$ cat src/hw/rtl/pssd_pkg.sv
`timescale 1ns / 1ps
// Shared constants and types for the pairwise sum descending sort unit.
// Used by the interfaces, the sort cell and the top level.
package pssd_pkg;

  localparam int MAX_ENTRIES = 64;
  localparam int ELEM_W      = 32;
  localparam int SUM_W       = ELEM_W + 1;
  localparam int CNT_W       = $clog2(MAX_ENTRIES + 1);

  typedef logic signed [ELEM_W-1:0] elem_t;
  typedef logic signed [SUM_W-1:0]  sum_t;
  typedef logic [CNT_W-1:0]         cnt_t;

  // Broadcast control from the top level to every cell of the chain.
  typedef struct packed {
    logic ins;    // place the new sum this cycle
    logic shift;  // move every entry one cell towards the head
    sum_t sum;    // new sum being placed
  } cell_ctrl_t;

endpackage

$ cat src/hw/rtl/pssd_cell.sv
`timescale 1ns / 1ps
// One cell of the descending insertion chain: holds one stored sum.
// Depends on pssd_pkg.
module pssd_cell (
  input  logic                  clk,
  input  pssd_pkg::cell_ctrl_t  ctrl,
  input  logic                  occ,        // cell holds a stored sum
  input  logic                  left_take,  // neighbour towards head takes the new sum
  input  pssd_pkg::sum_t        left_val,
  input  pssd_pkg::sum_t        right_val,
  output logic                  take,
  output pssd_pkg::sum_t        val
);
  import pssd_pkg::*;

  sum_t val_r;
  sum_t val_nxt;

  // New sum goes ahead of a strictly smaller entry, or into an empty cell.
  assign take = !occ || (ctrl.sum > val_r);
  assign val  = val_r;

  always_comb begin
    val_nxt = val_r;
    if (ctrl.shift) begin
      val_nxt = right_val;
    end else if (ctrl.ins && take) begin
      val_nxt = left_take ? left_val : ctrl.sum;
    end
  end

  always_ff @(posedge clk) begin
    val_r <= val_nxt;
  end

endmodule

$ cat config.mk
export PLATFORM = sky130hd
export DESIGN_NAME = pssd_cell
export DESIGN_NICKNAME = d
export VERILOG_FILES = /design/src/hw/rtl/pssd_pkg.sv /design/src/hw/rtl/pssd_cell.sv
export SDC_FILE = /design/constraint.sdc
export NUM_CORES = 1
export LEC_CHECK = 0
export BUFFER_PORTS_ARGS = -buffer_cell sky130_fd_sc_hd__buf_2
export CORE_MARGIN = 3
export CORE_UTILIZATION = 46
export DETAILED_ROUTE_END_ITERATION = 6
export MAX_ROUTING_LAYER = met4
export PLACE_DENSITY = 0.82
export SLEW_MARGIN = 20
export SYNTH_ARGS = -nofsm -noshare
export SYNTH_HDL_FRONTEND = slang
export SYNTH_SLANG_ARGS = --single-unit
$ cat constraint.sdc
create_clock -name clk -period 5.2 [get_ports clk]
set_input_delay 1.04 -clock clk [delete_from_list [all_inputs] [get_ports clk]]
set_output_delay 1.04 -clock clk [all_outputs]
set_load 0.03 [all_outputs]
==> impl_metrics.toml <==
[synthesis]
syn_inst = 270
syn-num-nets = 407
yosysTopAreaCellShare_pct = 38.41
yosys.area.top_type = "edfxtp_1"
synth_area_per_cell_um2 = 9.555
ys_types = 28
syn_area_mm2 = 0.002580
yosysSeqAreaShare_pct = 38.41
ys_seq_elements = 33
yosys_warnings = 0
synthTopCellsByArea = "edfxtp_1 (38%), ha_1 (16%), mux2i_1 (13%), o21ai_0 (7.6%), nand2_1 (6.8%)"

[grt]
grt_pass1_wl_um = 10160
grt_util_all_layers_pct = 20.49
grt_pass1_vias = 2426
overflow = 0
grt_max_degree = 69
antenna_found_initial = 0

[setup_path]
path_max_fanout = 3
path_buf_inv = 2
crit_required_ps = 4160
cp_slowest_cell = "ha_1"
worstSetupPathType = "in2out"
startpoint_type = "input pin"
end_kind = "output port"
cp_cell_sequence = "buf_2 > ha_1 > and4_1 > and4_4 > a221oi_2 > o211ai_2 > nand4_1 > nand2_1 > buf_2"
max_stage_delay_ps = 320
path_common_cell = "buf_2"
worstPathArrival_ps = 2690
cpLargestDelayFamily = "simple AND/OR/NAND/NOR gates"

[final_layout]
nFillCells = 485
syn2layout_area_growth_pct = 32.83
largest_register_ffs = 33
layout_common_cells = "buf_2 (137), nand2_1 (47), o21ai_0 (39)"
utilization_pct = 65.03
layout_commonest_cell = "buf_2"
final_net_count = 541
diodes = 0
drive_gt1_share_pct = 38.52

[sta]
tns_ps = 0
report.final.setup_viol = 0
max_freq_mhz = 267.9
slew_violations = 0
rsz0062_at_grt = "no"
finalCritPeriodShare_pct = 71.79
hold_viol = 0
slew_headroom_pct = 34.97
worst_pin_slew_ps = 975.5
finClkSkew_ps = 9.002
timing.final.crit_period_ps = 3733

[detailed_routing]
vias = 2398
drc_errors = 0
final_antenna_net_count = 0
drtIter0Drc = 98
drt_pass1_iterations = 4
avgRoutedWirePerCell_um = 13.38
wirelength_um = 6354
viasPerCell = 5.048

[clocking]
cts_tree = "yes"
path_clk_slew_ps = 70
clkSinkCount = 33
clk-insertion-delay-late_ps = 280
post_cts_resized = 0
cts_setup_buffers = 0
root_buffer = "clkbuf_8"
cts_htree_levels = 2
max-clock-path-buffers = 2
cts_made_buffers = 5
ctsHoldBuffers = 0

[status]
status = "finished clean"

[power_and_ir_drop]
ir_worst_vdd_mv = 0.1672
p_per_area_mw_per_mm2 = 245.2
p_leak_nw = 1.790

[floorplanning]
dieWidth_um = 80.89
core_area_mm2 = 0.005270
start_util_pct = 48.96
die_height_um = 80.89
dieArea_mm2 = 0.006543
num_io_pins = 138
rows = 26

[placed_design]
place_congestion = 0.8839
dp_hpwl_um = 5127
io_buffers = 137

[flow_run]
drv_cap = 0

[hold_path]
hold_path.class = "in2reg"
## through the flow
step | total power, mW | setup slack [ps] | area (µm²) | std cells | hold WS [ps]
4_1_cts | 0.8432 | 1443 | 3400 | 474 | 1030
2_1_floorplan | 0.5549 | 1065 | 2580 | 270 | 1227
3_3_place_gp | 0.6527 | 1490 | 3318 | 466 | 1211
6_report | 0.8405 | 1467 | 3427 | 475 | 1032
3_5_place_dp | 0.6620 | 1440 | 3318 | 466 | 1219
5_1_grt | 0.9008 | 1316 | 3427 | 475 | 1046
## metal layers
metal / global-route usage (%) / vias to the layer above / wire, µm
met2: 37.68 / 81 / 3279
met5: - / - / 0
met4: 8.108 / 0 / 150
li1: - / 1232 / -
met3: 2.772 / 13 / 382
met1: 22.14 / 1072 / 2541
## final cells by class
type	instances	area [µm²]	share of cell area, %
multi-input combinational	191	1423	41.51
tap	70	87.58	2.556
clock inverter	3	12.51	0.3651
clock buffer	5	68.82	2.008
sequential	33	991.0	28.92
inverter	35	131.4	3.834
timing repair buffer	138	713.2	20.81
## final timing paths
check | cells after the start | start | slack [ps] | to
setup / recovery | 9 | ctrl[7] | 1470 | take
hold / removal | 3 | right_val[10] | 1030 | val[10]
setup reg to reg | 9 | val[31] | 2620 | val[14]
hold reg to reg | 4 | val[0] | 1060 | val[26]
## report_power, final
group	switching, mW	internal, mW
Combinational	0.190	0.120
Sequential	0.0142	0.334
Clock	0.0922	0.0901
## logic make-up (layout without fill, tap and decap cells)
kind of cell               after synthesis  count (layout)  share of synthesized area [%]
AOI/OAI and AO/OA                       61              61                          13.68
adders and majority gates               33              33                          16.00
buffers and inverters                   46             181                          6.887
DFF                                     33              33                          38.41
muxes                                   33              33                          12.80
and+or+nand+nor                         64              64                          12.22
## worst register-to-register path, cell delays in order, from the launching register on
cell and delay [ps]:
edfxtp_1 360, inv_1 50, ha_1 300, nand3_2 130, nor3_2 260, nand2_1 80
o211ai_1 240, a211oi_2 130, a21oi_4 510, buf_16 240
## Yosys cell counts, drive strengths merged
master	count
a211oi	2
a21o	1
a21oi	14
a221oi	2
a41oi	1
and4	5
buf	4
clkbuf	7
clkinv	1
edfxtp	33
ha	33
inv	34
mux2i	33
nand2	47
nand3	3
nand4	3
nor2	3
nor3	3
o211ai	2
o21ai	39
Note: power is estimated with default switching activity, not from simulation.
